--- src/rtl/twi_pkg.sv ---
`timescale 1ns / 1ps
`default_nettype none
// ----------------------------------------------------------------------------
// twi_pkg: shared types and constants
// word layouts, bus commands and bus status codes for the sequencer
// ----------------------------------------------------------------------------
package twi_pkg;

	// bus command issued back to the controller
	typedef enum logic [2:0] {
		CMD_NONE  = 3'd0,
		CMD_START = 3'd1,
		CMD_SEND  = 3'd2,
		CMD_STOP  = 3'd3,
		CMD_ACK   = 3'd4,
		CMD_NACK  = 3'd5,
		CMD_RESET = 3'd6
	} cmd_t;

	// operation codes of an input word
	localparam logic OP_LOAD  = 1'b0;
	localparam logic OP_EVENT = 1'b1;

	// status register, low three bits ignored
	localparam logic [7:0] STATUS_MASK         = 8'hF8;
	localparam logic [7:0] ST_START            = 8'h08;
	localparam logic [7:0] ST_RESTART          = 8'h10;
	localparam logic [7:0] ST_MT_SLA_ACK       = 8'h18;
	localparam logic [7:0] ST_MT_SLA_NACK      = 8'h20;
	localparam logic [7:0] ST_MT_DATA_ACK      = 8'h28;
	localparam logic [7:0] ST_MT_DATA_NACK     = 8'h30;
	localparam logic [7:0] ST_ARB_LOST         = 8'h38;
	localparam logic [7:0] ST_SR_SLA_ACK       = 8'h60;
	localparam logic [7:0] ST_SR_ARB_SLA_ACK   = 8'h68;
	localparam logic [7:0] ST_SR_GCALL_ACK     = 8'h70;
	localparam logic [7:0] ST_SR_ARB_GCALL_ACK = 8'h78;
	localparam logic [7:0] ST_SR_DATA_ACK      = 8'h80;
	localparam logic [7:0] ST_SR_DATA_NACK     = 8'h88;
	localparam logic [7:0] ST_SR_GC_DATA_ACK   = 8'h90;
	localparam logic [7:0] ST_SR_GC_DATA_NACK  = 8'h98;
	localparam logic [7:0] ST_SR_STOP          = 8'hA0;

	typedef struct packed {
		logic       operation;
		logic [7:0] target_address;
		logic [7:0] request_byte;
		logic       request_last;
		logic [7:0] status_code;
		logic [7:0] received_byte;
	} in_item_t;

	typedef struct packed {
		logic [2:0] command;
		logic [7:0] transmit_byte;
		logic       accepted;
		logic       rx_valid;
		logic [7:0] rx_data;
		logic [3:0] rx_index;
		logic       message_done;
		logic [4:0] message_length;
		logic       overflow;
	} out_item_t;

	// first stage: decoded result, transmit byte may still come from the buffer ram
	typedef struct packed {
		out_item_t res;
		logic      tx_from_ram;
	} stage_t;

endpackage
`default_nettype wire

--- src/rtl/twi_req_if.sv ---
`timescale 1ns / 1ps
`default_nettype none
// ----------------------------------------------------------------------------
// twi_req_if: input channel
// valid/ready channel carrying one request or status word
// ----------------------------------------------------------------------------
interface twi_req_if;
	import twi_pkg::*;

	logic     valid;
	logic     ready;
	in_item_t data;

	modport source (output valid, output data, input ready);
	modport sink (input valid, input data, output ready);
endinterface
`default_nettype wire

--- src/rtl/twi_rsp_if.sv ---
`timescale 1ns / 1ps
`default_nettype none
// ----------------------------------------------------------------------------
// twi_rsp_if: result channel
// valid/ready channel carrying one result word
// ----------------------------------------------------------------------------
interface twi_rsp_if;
	import twi_pkg::*;

	logic      valid;
	logic      ready;
	out_item_t data;

	modport source (output valid, output data, input ready);
	modport sink (input valid, input data, output ready);
endinterface
`default_nettype wire

--- src/rtl/twi_ram.sv ---
`timescale 1ns / 1ps
`default_nettype none
// ----------------------------------------------------------------------------
// twi_ram: generic simple dual-port ram
// one write port, one read port with enable and registered read data
// ----------------------------------------------------------------------------
module twi_ram #(
	parameter int WIDTH  = 8,
	parameter int DEPTH  = 16,
	parameter int ADDR_W = (DEPTH > 1) ? $clog2(DEPTH) : 1
) (
	input  wire logic              clk,
	input  wire logic              we,
	input  wire logic [ADDR_W-1:0] waddr,
	input  wire logic [WIDTH-1:0]  wdata,
	input  wire logic              re,
	input  wire logic [ADDR_W-1:0] raddr,
	output logic      [WIDTH-1:0]  rdata
);
	logic [WIDTH-1:0] mem_q [DEPTH];

	always_ff @(posedge clk) begin
		if (we) begin
			mem_q[waddr] <= wdata;
		end
		if (re) begin
			rdata <= mem_q[raddr];
		end
	end
endmodule
`default_nettype wire

--- src/rtl/twi_ctrl.sv ---
`timescale 1ns / 1ps
`default_nettype none
// ----------------------------------------------------------------------------
// twi_ctrl: status decode and sequencing state
// decodes each accepted word, updates counters, drives the buffer ram
// ----------------------------------------------------------------------------
module twi_ctrl #(
	parameter int BUFFER_DEPTH = 16,
	parameter int ADDR_W       = (BUFFER_DEPTH > 1) ? $clog2(BUFFER_DEPTH) : 1
) (
	input  wire logic              clk,
	input  wire logic              arst_n,
	input  wire logic              accept,
	input  wire twi_pkg::in_item_t item,
	input  wire logic              advance,
	output logic                   s1_valid,
	output twi_pkg::stage_t        s1,
	output logic                   ram_we,
	output logic      [ADDR_W-1:0] ram_waddr,
	output logic      [7:0]        ram_wdata,
	output logic                   ram_re,
	output logic      [ADDR_W-1:0] ram_raddr
);
	import twi_pkg::*;

	localparam int CNT_W = $clog2(BUFFER_DEPTH + 1);
	localparam logic [CNT_W-1:0] DEPTH_C = CNT_W'(BUFFER_DEPTH);

	logic [7:0]       addr_hold_q, addr_hold_d;
	logic [CNT_W-1:0] tx_count_q, tx_count_d;
	logic [CNT_W-1:0] tx_pos_q, tx_pos_d;
	logic             busy_q, busy_d;
	logic [CNT_W-1:0] rx_count_q, rx_count_d;
	logic             s1_valid_q;
	stage_t           s1_d, s1_s1;
	logic [7:0]       code;

	assign code = item.status_code & STATUS_MASK;

	always_comb begin
		addr_hold_d = addr_hold_q;
		tx_count_d  = tx_count_q;
		tx_pos_d    = tx_pos_q;
		busy_d      = busy_q;
		rx_count_d  = rx_count_q;
		s1_d        = '0;
		ram_we      = 1'b0;
		ram_waddr   = tx_count_q[ADDR_W-1:0];
		ram_wdata   = item.request_byte;
		ram_re      = 1'b0;
		ram_raddr   = tx_pos_q[ADDR_W-1:0];

		if (item.operation == OP_LOAD) begin
			if (!busy_q) begin
				addr_hold_d = item.target_address;
				if (tx_count_q < DEPTH_C) begin
					ram_we            = accept;
					tx_count_d        = tx_count_q + 1'b1;
					s1_d.res.accepted = 1'b1;
				end else begin
					s1_d.res.overflow = 1'b1;
				end
				if (item.request_last) begin
					tx_pos_d         = '0;
					busy_d           = 1'b1;
					s1_d.res.command = CMD_START;
				end
			end
		end else begin
			case (code)
				ST_START, ST_RESTART: begin
					s1_d.res.transmit_byte = addr_hold_q;
					s1_d.res.command       = CMD_SEND;
				end
				ST_MT_SLA_ACK, ST_MT_DATA_ACK: begin
					if (tx_pos_q < tx_count_q && tx_pos_q < DEPTH_C) begin
						// next byte comes out of the buffer ram's registered read port
						ram_re           = accept;
						s1_d.tx_from_ram = 1'b1;
						tx_pos_d         = tx_pos_q + 1'b1;
						s1_d.res.command = CMD_SEND;
					end else begin
						tx_pos_d         = '0;
						tx_count_d       = '0;
						busy_d           = 1'b0;
						s1_d.res.command = CMD_STOP;
					end
				end
				ST_MT_SLA_NACK, ST_MT_DATA_NACK, ST_ARB_LOST: begin
					s1_d.res.command = CMD_START;
				end
				ST_SR_SLA_ACK, ST_SR_ARB_SLA_ACK, ST_SR_GCALL_ACK: begin
					s1_d.res.command = CMD_ACK;
				end
				ST_SR_ARB_GCALL_ACK, ST_SR_DATA_NACK, ST_SR_GC_DATA_NACK: begin
					s1_d.res.command = CMD_NACK;
				end
				ST_SR_DATA_ACK, ST_SR_GC_DATA_ACK: begin
					if (rx_count_q < DEPTH_C) begin
						s1_d.res.rx_valid = 1'b1;
						s1_d.res.rx_data  = item.received_byte;
						s1_d.res.rx_index = 4'(rx_count_q);
						rx_count_d        = rx_count_q + 1'b1;
					end else begin
						s1_d.res.overflow = 1'b1;
					end
					s1_d.res.command = CMD_ACK;
				end
				ST_SR_STOP: begin
					s1_d.res.command        = CMD_RESET;
					s1_d.res.message_done   = 1'b1;
					s1_d.res.message_length = 5'(rx_count_q);
					rx_count_d              = '0;
				end
				default: begin
				end
			endcase
		end
	end

	always_ff @(posedge clk or negedge arst_n) begin
		if (!arst_n) begin
			addr_hold_q <= '0;
			tx_count_q  <= '0;
			tx_pos_q    <= '0;
			busy_q      <= 1'b0;
			rx_count_q  <= '0;
			s1_valid_q  <= 1'b0;
		end else begin
			if (accept) begin
				addr_hold_q <= addr_hold_d;
				tx_count_q  <= tx_count_d;
				tx_pos_q    <= tx_pos_d;
				busy_q      <= busy_d;
				rx_count_q  <= rx_count_d;
				s1_valid_q  <= 1'b1;
			end else if (advance) begin
				s1_valid_q <= 1'b0;
			end
		end
	end

	always_ff @(posedge clk) begin
		if (accept) begin
			s1_s1 <= s1_d;
		end
	end

	assign s1_valid = s1_valid_q;
	assign s1       = s1_s1;
endmodule
`default_nettype wire

--- src/rtl/twi_master_tx_slave_rx_sequencer_top.sv ---
`timescale 1ns / 1ps
`default_nettype none
// an accepted word passes through the first stage register and the result register before it is offered
// throughput: one word per cycle, stalling only while both stages are full and rsp.ready is low
// the result register lets a new word enter while a finished result waits
// reset: arst_n clears counters, busy flag, held address and both valid flags
// the transmit buffer ram is not cleared; only written entries are ever read
// ----------------------------------------------------------------------------
// twi_master_tx_slave_rx_sequencer_top: two-wire bus software sequencer
// master transmit and slave receive handling of bus status events
// ----------------------------------------------------------------------------
module twi_master_tx_slave_rx_sequencer_top #(
	parameter int BUFFER_DEPTH = 16
) (
	input wire logic    clk,
	input wire logic    arst_n,
	twi_req_if.sink     req,
	twi_rsp_if.source   rsp
);
	import twi_pkg::*;

	localparam int ADDR_W = (BUFFER_DEPTH > 1) ? $clog2(BUFFER_DEPTH) : 1;

	// pipeline handshake
	logic              accept;
	logic              s1_valid;
	logic              s1_adv;
	stage_t            s1;

	// buffer ram ports
	logic              ram_we;
	logic [ADDR_W-1:0] ram_waddr;
	logic [7:0]        ram_wdata;
	logic              ram_re;
	logic [ADDR_W-1:0] ram_raddr;
	logic [7:0]        ram_rdata;

	// result register
	logic              out_valid_q;
	out_item_t         out_q;
	out_item_t         out_d;

	// first stage moves on when the result register is empty or being drained
	assign s1_adv    = s1_valid && (!out_valid_q || rsp.ready);
	assign req.ready = !s1_valid || s1_adv;
	assign accept    = req.valid && req.ready;

	twi_ctrl #(
		.BUFFER_DEPTH (BUFFER_DEPTH),
		.ADDR_W       (ADDR_W)
	) u_ctrl (
		.clk       (clk),
		.arst_n    (arst_n),
		.accept    (accept),
		.item      (req.data),
		.advance   (s1_adv),
		.s1_valid  (s1_valid),
		.s1        (s1),
		.ram_we    (ram_we),
		.ram_waddr (ram_waddr),
		.ram_wdata (ram_wdata),
		.ram_re    (ram_re),
		.ram_raddr (ram_raddr)
	);

	// transmit buffer; read data holds until the next send is accepted
	twi_ram #(
		.WIDTH  (8),
		.DEPTH  (BUFFER_DEPTH),
		.ADDR_W (ADDR_W)
	) u_tx_buf (
		.clk   (clk),
		.we    (ram_we),
		.waddr (ram_waddr),
		.wdata (ram_wdata),
		.re    (ram_re),
		.raddr (ram_raddr),
		.rdata (ram_rdata)
	);

	// merge the buffered byte into the decoded result
	always_comb begin
		out_d = s1.res;
		if (s1.tx_from_ram) begin
			out_d.transmit_byte = ram_rdata;
		end
	end

	always_ff @(posedge clk or negedge arst_n) begin
		if (!arst_n) begin
			out_valid_q <= 1'b0;
		end else begin
			if (s1_adv) begin
				out_valid_q <= 1'b1;
			end else if (rsp.ready) begin
				out_valid_q <= 1'b0;
			end
		end
	end

	always_ff @(posedge clk) begin
		if (s1_adv) begin
			out_q <= out_d;
		end
	end

	assign rsp.valid = out_valid_q;
	assign rsp.data  = out_q;
endmodule
`default_nettype wire
--- src/flat_wrapper.sv ---
// flat-port wrapper written by rule: the top's interface ports become plain ports
module twi_master_tx_slave_rx_sequencer_top_flat import twi_pkg::*;
#(
	parameter int BUFFER_DEPTH = 16
)
  (clk, arst_n, req_valid, req_data, req_ready, rsp_valid, rsp_data, rsp_ready);
  twi_req_if req_i ();
  twi_rsp_if rsp_i ();
  input wire logic clk;
  input wire logic arst_n;
  input wire logic [$bits(req_i.valid)-1:0] req_valid;
  input wire logic [$bits(req_i.data)-1:0] req_data;
  output wire logic [$bits(req_i.ready)-1:0] req_ready;
  output wire logic [$bits(rsp_i.valid)-1:0] rsp_valid;
  output wire logic [$bits(rsp_i.data)-1:0] rsp_data;
  input wire logic [$bits(rsp_i.ready)-1:0] rsp_ready;
  assign req_i.valid = req_valid;
  assign req_i.data = req_data;
  assign req_ready = req_i.ready;
  assign rsp_valid = rsp_i.valid;
  assign rsp_data = rsp_i.data;
  assign rsp_i.ready = rsp_ready;
  twi_master_tx_slave_rx_sequencer_top #(.BUFFER_DEPTH(BUFFER_DEPTH)) u_core (.clk(clk), .arst_n(arst_n), .req(req_i), .rsp(rsp_i));
endmodule
--- config.mk ---
export PLATFORM = sky130hd
export DESIGN_NAME = twi_master_tx_slave_rx_sequencer_top_flat
export DESIGN_NICKNAME = d
export VERILOG_FILES = /design/src/rtl/twi_pkg.sv /design/src/rtl/twi_req_if.sv /design/src/rtl/twi_rsp_if.sv /design/src/rtl/twi_ram.sv /design/src/rtl/twi_ctrl.sv /design/src/rtl/twi_master_tx_slave_rx_sequencer_top.sv /design/src/flat_wrapper.sv
export SDC_FILE = /design/constraint.sdc
export NUM_CORES = 1
export LEC_CHECK = 0
export BUFFER_PORTS_ARGS = -buffer_cell sky130_fd_sc_hd__buf_2
export CORE_ASPECT_RATIO = 1.2
export CORE_MARGIN = 5
export CORE_UTILIZATION = 28
export CTS_CLUSTER_DIAMETER = 80
export DETAILED_ROUTE_END_ITERATION = 16
export PLACE_DENSITY = 0.43
export SLEW_MARGIN = 40
export SYNTH_ARGS = -nofsm -noshare
export SYNTH_HDL_FRONTEND = slang
export SYNTH_SLANG_ARGS = --single-unit
--- constraint.sdc ---
create_clock -name clk -period 6 [get_ports clk]
set_clock_uncertainty 0.1 [all_clocks]
set_input_delay 0.9 -clock clk [delete_from_list [all_inputs] [get_ports clk]]
set_output_delay 0.9 -clock clk [all_outputs]
set_load 0.02 [all_outputs]
======== Yosys cells after proc, flatten, opt, wreduce, memory -nomap -nowiden ========
Memories as Yosys holds them, arrays and structs flattened. A register that Yosys moved wholly into a read port is not among the register bits.
Cells that the tools add are included.
operators by class
  add/sub/neg operators ................... 3
  $mul .................................... 0
  div/mod/pow operators ................... 0
  order comparisons ....................... 4
  equal/unequal tests ..................... 20
  shifts and indexed selects .............. 0
  mux-type cells .......................... 44
  bitwise operators ....................... 2
  reduce and logical (&&, ||, !) cells .... 29
operators by type and width
  kind                 number
  $mux 5               11
  $mux 1               27
  $eq 5x5->1 const B   5
  $eq 5x3->1 const B   4
  $eq 5x4->1 const B   4
  $pmux 3 s6           1
  $add 5x1->5 const B  3
  $lt 5x5->1 const B   3
  $mux 13              1
  $eq 5x2->1 const B   2
  $pmux 5 s2           1
  $reduce_bool 2->1    5
  $reduce_and 3->1     3
  $mux 8               1
  $reduce_and 2->1     4
  $reduce_and 4->1     2
  $reduce_or 2->1      4
  $mux 6               1
  $ne 2x2->1 const B   3
  $reduce_or 3->1      2
  $eq 5x1->1 const B   1
  $lt 5x5->1           1
  $reduce_and 5->1     1
  $reduce_or 5->1      1
  6 further kinds      11
word-level totals
  register bits after elaboration ......... 91
  latch bits .............................. 0
  RAM bits ................................ 128
  bits in read-only memories .............. 0
  bits of input ports ..................... 38
  output and inout port bits .............. 34
  memories ................................ 1
memories
  name                   words  bits a word  read ports  clocked after Yosys merged registers in  write ports  line           text
  u_core.u_tx_buf.mem_q  16     8            1           1                                        1            twi_ram.sv:20  logic [WIDTH-1:0] mem_q [DEPTH];

======== Logic depth before layout (Yosys ltp) ========
  word-level depth ........................ 10
  gate-level depth with buffers ........... 8
  mapped depth without buffers ............ 7

======== Hierarchy ========
From an unflattened synthesis, not the netlist that was laid out.
unflattened totals
  cell total of the unflattened synthesis .. 499
  area total of the unflattened synthesis .. 9096.2 um^2
modules (own cells, without submodules)
  module                                times used  cells an instance  area each (um^2)
  twi_ram                               1           229                5227.5
  twi_ctrl                              1           222                2715.1
  twi_master_tx_slave_rx_sequencer_top  1           48                 1153.6

======== Worst setup path before layout ========
No wires, ideal clock.
  path type ............................... input to register
  start ................................... input port rsp_ready
  end ..................................... memory u_core.u_tx_buf.mem_q[3][0] (enable)
  setup time .............................. 0.383 ns
  data arrival time ....................... 2.486 ns
  required time ........................... 5.517 ns
  path slack .............................. 3.030 ns
  stages on the path ...................... 5
  path through ............................ nand3b_1 > nand3_1 > nor2_1 > nand2_1 > nor3_1
on the way
  longest elaborated chain between the ends .. 9
RTL lines
  item                          line                                        text
  from (decl)                   flat_wrapper.sv:16                          input wire logic [$bits(rsp_i.ready)-1:0] rsp_ready;
  $logic_or 1x1->1              twi_master_tx_slave_rx_sequencer_top.sv:44  assign s1_adv = s1_valid && (!out_valid_q || rsp.ready);
  $logic_and 1x1->1             twi_master_tx_slave_rx_sequencer_top.sv:44
  $logic_or 1x1->1              twi_master_tx_slave_rx_sequencer_top.sv:45  assign req.ready = !s1_valid || s1_adv;
  $logic_and 1x1->1             twi_master_tx_slave_rx_sequencer_top.sv:46  assign accept = req.valid && req.ready;
  $mux 1                        twi_ctrl.sv:56                              if (tx_count_q < DEPTH_C) begin
  $mux 1                        twi_ctrl.sv:54                              if (!busy_q) begin
  $mux 1                        twi_ctrl.sv:53                              if (item.operation == OP_LOAD) begin
  $mux 1                        twi_ram.sv:23                               if (we) begin
  $mux 1 (implied by the code)  twi_ram.sv:24                               mem_q[waddr] <= wdata;
  to (decl)                     twi_ram.sv:20
No other way between the ends.

======== Worst setup path after layout ========
  start ................................... input port req_data[33]
  end ..................................... memory u_core.u_tx_buf.mem_q[13][3] (enable)
on the way
  longest elaborated chain between the ends .. 3
RTL lines
  item                          line                text
  from (decl)                   flat_wrapper.sv:12  input wire logic [$bits(req_i.data)-1:0] req_data;
  $mux 1                        twi_ctrl.sv:53
  $mux 1                        twi_ram.sv:23
  $mux 1 (implied by the code)  twi_ram.sv:24
No other way between the ends.

==> Implementation_results.wiki <==
{| class="wikitable"
! Metric !! Value
|-
| Synth async-reset ratio || 11.5%
|-
| Switching Fraction || 24.4%
|-
| Count of state elements after synthesis || 227
|-
| Root buffer cell || sky130_fd_sc_hd__clkbuf_16
|-
| Total congestion overflow after global routing || 0
|-
| Clock transition at the registers of the reported paths || 0.05 ns
|-
| Die area || 0.0357 mm²
|-
| Number of primary I/O pins || 72
|-
| Final design instance area without fill || 0.0106 mm²
|-
| Initial Util || 28.5%
|-
| Max stage delay cell, worst path || sky130_fd_sc_hd__nor2_1
|-
| Switch Pwr || 960 µW
|-
| Part of the Yosys area used for sequential elements || 74.6%
|-
| Syn nets || 526
|-
| GP Congestion || 0.740
|-
| Leading post-synthesis cells by instance count || sky130_fd_sc_hd__edfxtp_1 (201), sky130_fd_sc_hd__mux4_2 (40), sky130_fd_sc_hd__and2_1 (28)
|-
| Worst Hold Depth || 0
|-
| Average cell area after synthesis || 18.7 µm²
|-
| Worst path top cell family by delay || simple AND/OR/NAND/NOR gates
|-
| Max-cap check violation count || 0
|-
| CTS Buf Count || 26
|-
| Average via count per standard cell || 4.54
|-
| Cell leakage power || 0.00363 µW
|-
| Row cnt || 71
|-
| Setup violations, final || 0
|-
| DRC viols || 0
|-
| Type of the tightest min-delay check || flip-flop to flip-flop
|-
| Core footprint || 0.0314 mm²
|-
| WP data required || 6.04 ns
|-
| Fin crit period || 2.92 ns
|-
| Final-report max-slew violation count || 0
|-
| Number of design-rule violations left by the first detailed-router iteration || 240
|-
| Synth-to-Final Area Change || 18.3%
|-
| Category of the worst setup path capture point || flip-flop
|-
| Worst path buffer plus inverter count || 1
|-
| Buffers added on ports || 68
|-
| Placed wire-length estimate after detailed placement || 12.9 mm
|-
| Post-Synthesis Cell Area || 0.00896 mm²
|-
| Width of the die || 173 µm
|-
| Crit Path Class || primary input to flip-flop
|-
| Routed Wire Length || 19.4 mm
|-
| Area fraction of the dominant cell type after synthesis || 67.3%
|-
| Final-report hold violation count || 0
|-
| Min-delay src || u_core.u_ctrl.s1[12]
|-
| Post-synthesis cell type count || 51
|-
| Critical path fanouts, max || 22
|-
| Tcrit/Tclk final || 48.7%
|-
| Overall global routing resource usage || 10.7%
|-
| Antenna diode count || 0
|-
| Setup repair bufs after CTS || 0
|-
| Internal || 2980 µW
|-
| Biggest cell delay along the critical path || 0.67 ns
|-
| Area leader, netlist || sky130_fd_sc_hd__edfxtp_1
|-
| Initial antenna violation count || 0
|-
| Maximum number of pins on one net before global-route repair || 38
|-
| Net count reported at finish || 610
|-
| Quantity of hold-fixing buffers added after cts || 0
|-
| Primary flip-flop cell chosen by synthesis mapping || sky130_fd_sc_hd__edfxtp_1
|-
| Power share of the sequential group || 48.1%
|-
| Cells resized by post-CTS repair || 0
|-
| Crit start category || primary input
|-
| Number of logic stages on the critical path including buffering || 6
|-
| Result of the run || completed
|-
| Reg2Reg Launch Point || u_core.u_ctrl.tx_pos_q[1]
|-
| Worst-case headroom to the max-slew limit || 47.4%
|-
| Length of the first detailed-routing pass in iterations || 4
|-
| Cell types occupying the most area after synthesis || sky130_fd_sc_hd__edfxtp_1 (67%), sky130_fd_sc_hd__mux4_2 (10%), sky130_fd_sc_hd__dfrtp_1 (7.3%)
|-
| Critical Path Start || req_data[33]
|-
| Pwr/cell area || 372 mW/mm²
|-
| Yosys synthesis warning count || 0
|-
| Max Buffers Root-to-Sink || 3
|-
| Post-Syn Instances || 478
|-
| Cells along the critical path || buf_2, nor2_1, nand3_1, nor2_1, nand2_1, nor2_1
|-
| Cell area reported after detailed placement || 0.00978 mm²
|-
| Part of the total power dissipated in combinational logic || 14.2%
|-
| Clock group share of total power || 37.7%
|-
| Clk Latency, worst-skew pair || 0.52 ns
|-
| Arrival time of data at the critical path endpoint || 2.96 ns
|-
| Cell seen most often among critical-path stages || sky130_fd_sc_hd__nor2_1
|-
| Max IR drop VDD || 0.207 mV
|-
| Unrepaired setup endpoints after global routing || no
|-
| Total vias in the final route || 4457
|-
| Clock H-tree levels || 1
|-
| Clock tree from TritonCTS || yes
|-
| Count leader, synth || sky130_fd_sc_hd__edfxtp_1
|-
| Global-route wire length before repair || 29.2 mm
|-
| Final TNS setup || 0 ns
|-
| Worst-margin pin slew || 0.786 ns
|-
| Post-route antenna net violation count || 0
|-
| Peak Freq || 342 MHz
|-
| Via count of the first global-routing pass || 4808
|-
| Die extent in y || 206 µm
|-
| Clock Sink Count || 227
|-
| Utilization after layout || 33.7%
|-
| Number of enable flip-flop cells after synthesis || 201
|-
| Per-cell routed wire length || 19.7 µm
|-
| Layout cell share with drive strength beyond 1 || 31.5%
|-
| Worst reg2reg path depth || 4
|}
per-stage QoR:
stage | hold slack [ns] | worst slack, ns | instances | power, µW
floorplan | 0.300 | 3.03 | 478 | 2300
global placement | 0.302 | 2.35 | 935 | 2500
global route | 0.311 | 2.85 | 982 | 4120
finish | 0.319 | 3.08 | 982 | 3940
detailed placement | 0.306 | 2.32 | 935 | 2510
CTS | 0.313 | 2.87 | 982 | 4010
per-layer routing:
metal | GRT usage, % | share of wire [%] | routed length [µm]
met5 | 0 | 0 | 0
met4 | 2.34 | 1.9 | 365
met3 | 2.38 | 4.6 | 899
met1 | 13.2 | 43 | 8300
met2 | 19.4 | 51 | 9820
worst paths after layout:
path                                                      to  slack (ns)
worst max-delay path            u_core.u_tx_buf.mem_q[13][3]        3.08
worst min-delay path                     u_core.rsp.data[11]        0.32
worst max register to register      u_core.u_tx_buf.rdata[1]        3.21
worst min register to register           u_core.rsp.data[11]        0.32
max in group asynchronous          u_core.u_ctrl.tx_pos_q[1]        4.95
min in group asynchronous             u_core.u_ctrl.s1_valid        0.33
state kept, by name, summed over array words and instances (netlist names):
name,flops
u_core.rsp.data,32
u_core.rsp.valid,1
u_core.u_ctrl.addr_hold_q,8
u_core.u_ctrl.busy_q,1
u_core.u_ctrl.rx_count_q,5
u_core.u_ctrl.s1,33
u_core.u_ctrl.s1_valid,1
u_core.u_ctrl.tx_count_q,5
u_core.u_ctrl.tx_pos_q,5
u_core.u_tx_buf.mem_q,128
u_core.u_tx_buf.rdata,8
cells in the final DEF, fill, tap and decap left out, types with 2 or more instances in the layout:
cell type,netlist,layout
sky130_fd_sc_hd__edfxtp_1,201,201
sky130_fd_sc_hd__buf_2,6,68
sky130_fd_sc_hd__mux4_2,40,40
sky130_fd_sc_hd__and2_1,28,28
sky130_fd_sc_hd__clkbuf_16,0,27
sky130_fd_sc_hd__dfrtp_1,26,24
sky130_fd_sc_hd__nand2_1,18,18
sky130_fd_sc_hd__nor2_1,26,18
sky130_fd_sc_hd__mux2_2,17,17
sky130_fd_sc_hd__o21ai_0,12,12
sky130_fd_sc_hd__ha_1,10,10
sky130_fd_sc_hd__nand3_1,9,9
sky130_fd_sc_hd__clkinv_1,0,9
sky130_fd_sc_hd__inv_1,8,8
sky130_fd_sc_hd__nor2_2,0,8
sky130_fd_sc_hd__clkbuf_1,9,8
sky130_fd_sc_hd__buf_4,3,8
sky130_fd_sc_hd__a21oi_1,7,7
sky130_fd_sc_hd__nor3_1,6,6
sky130_fd_sc_hd__nand2b_1,5,5
sky130_fd_sc_hd__a21o_1,3,3
sky130_fd_sc_hd__nand3b_1,3,3
sky130_fd_sc_hd__o2bb2ai_1,3,3
sky130_fd_sc_hd__xnor2_1,2,2
sky130_fd_sc_hd__nor2b_1,2,2
sky130_fd_sc_hd__nand4_1,2,2
sky130_fd_sc_hd__a22o_1,2,2
sky130_fd_sc_hd__or3_1,2,2
sky130_fd_sc_hd__o211ai_1,2,2
sky130_fd_sc_hd__a41oi_1,2,2
sky130_fd_sc_hd__bufinv_16,0,2
power by group through the flow:
stage	clock network (µW)	logic (µW)	registers (µW)
after global routing	1590	617	1910
after detailed placement	0	579	1930
final	1480	560	1900
after CTS	1540	580	1900
after global placement	0	570	1930
after floorplan	0	392	1910
cell type report:
| class | count | area, µm² |
|---|---|---|
| clock buffers | 35 | 706 |
| repair buffers | 76 | 400 |
| fillers | 3065 | 20800 |
| multi-input cells | 222 | 2170 |
| inverters | 9 | 33.8 |
| well taps | 401 | 502 |
| clock inverters | 12 | 101 |
| flip-flops and latches | 227 | 6690 |
logic make-up (layout without fill, tap and decap cells):
family | count (synthesis) | in the layout | synth area share, %
compound gates | 45 | 45 | 3.67
flops | 227 | 227 | 74.6
xor+xnor | 2 | 2 | 0.195
fa+ha+maj | 10 | 10 | 1.40
mux | 57 | 57 | 12.2
simple gates | 108 | 108 | 6.42
buf+inv | 29 | 132 | 1.52
No activity file was read; power rests on OpenSTA's default activity.
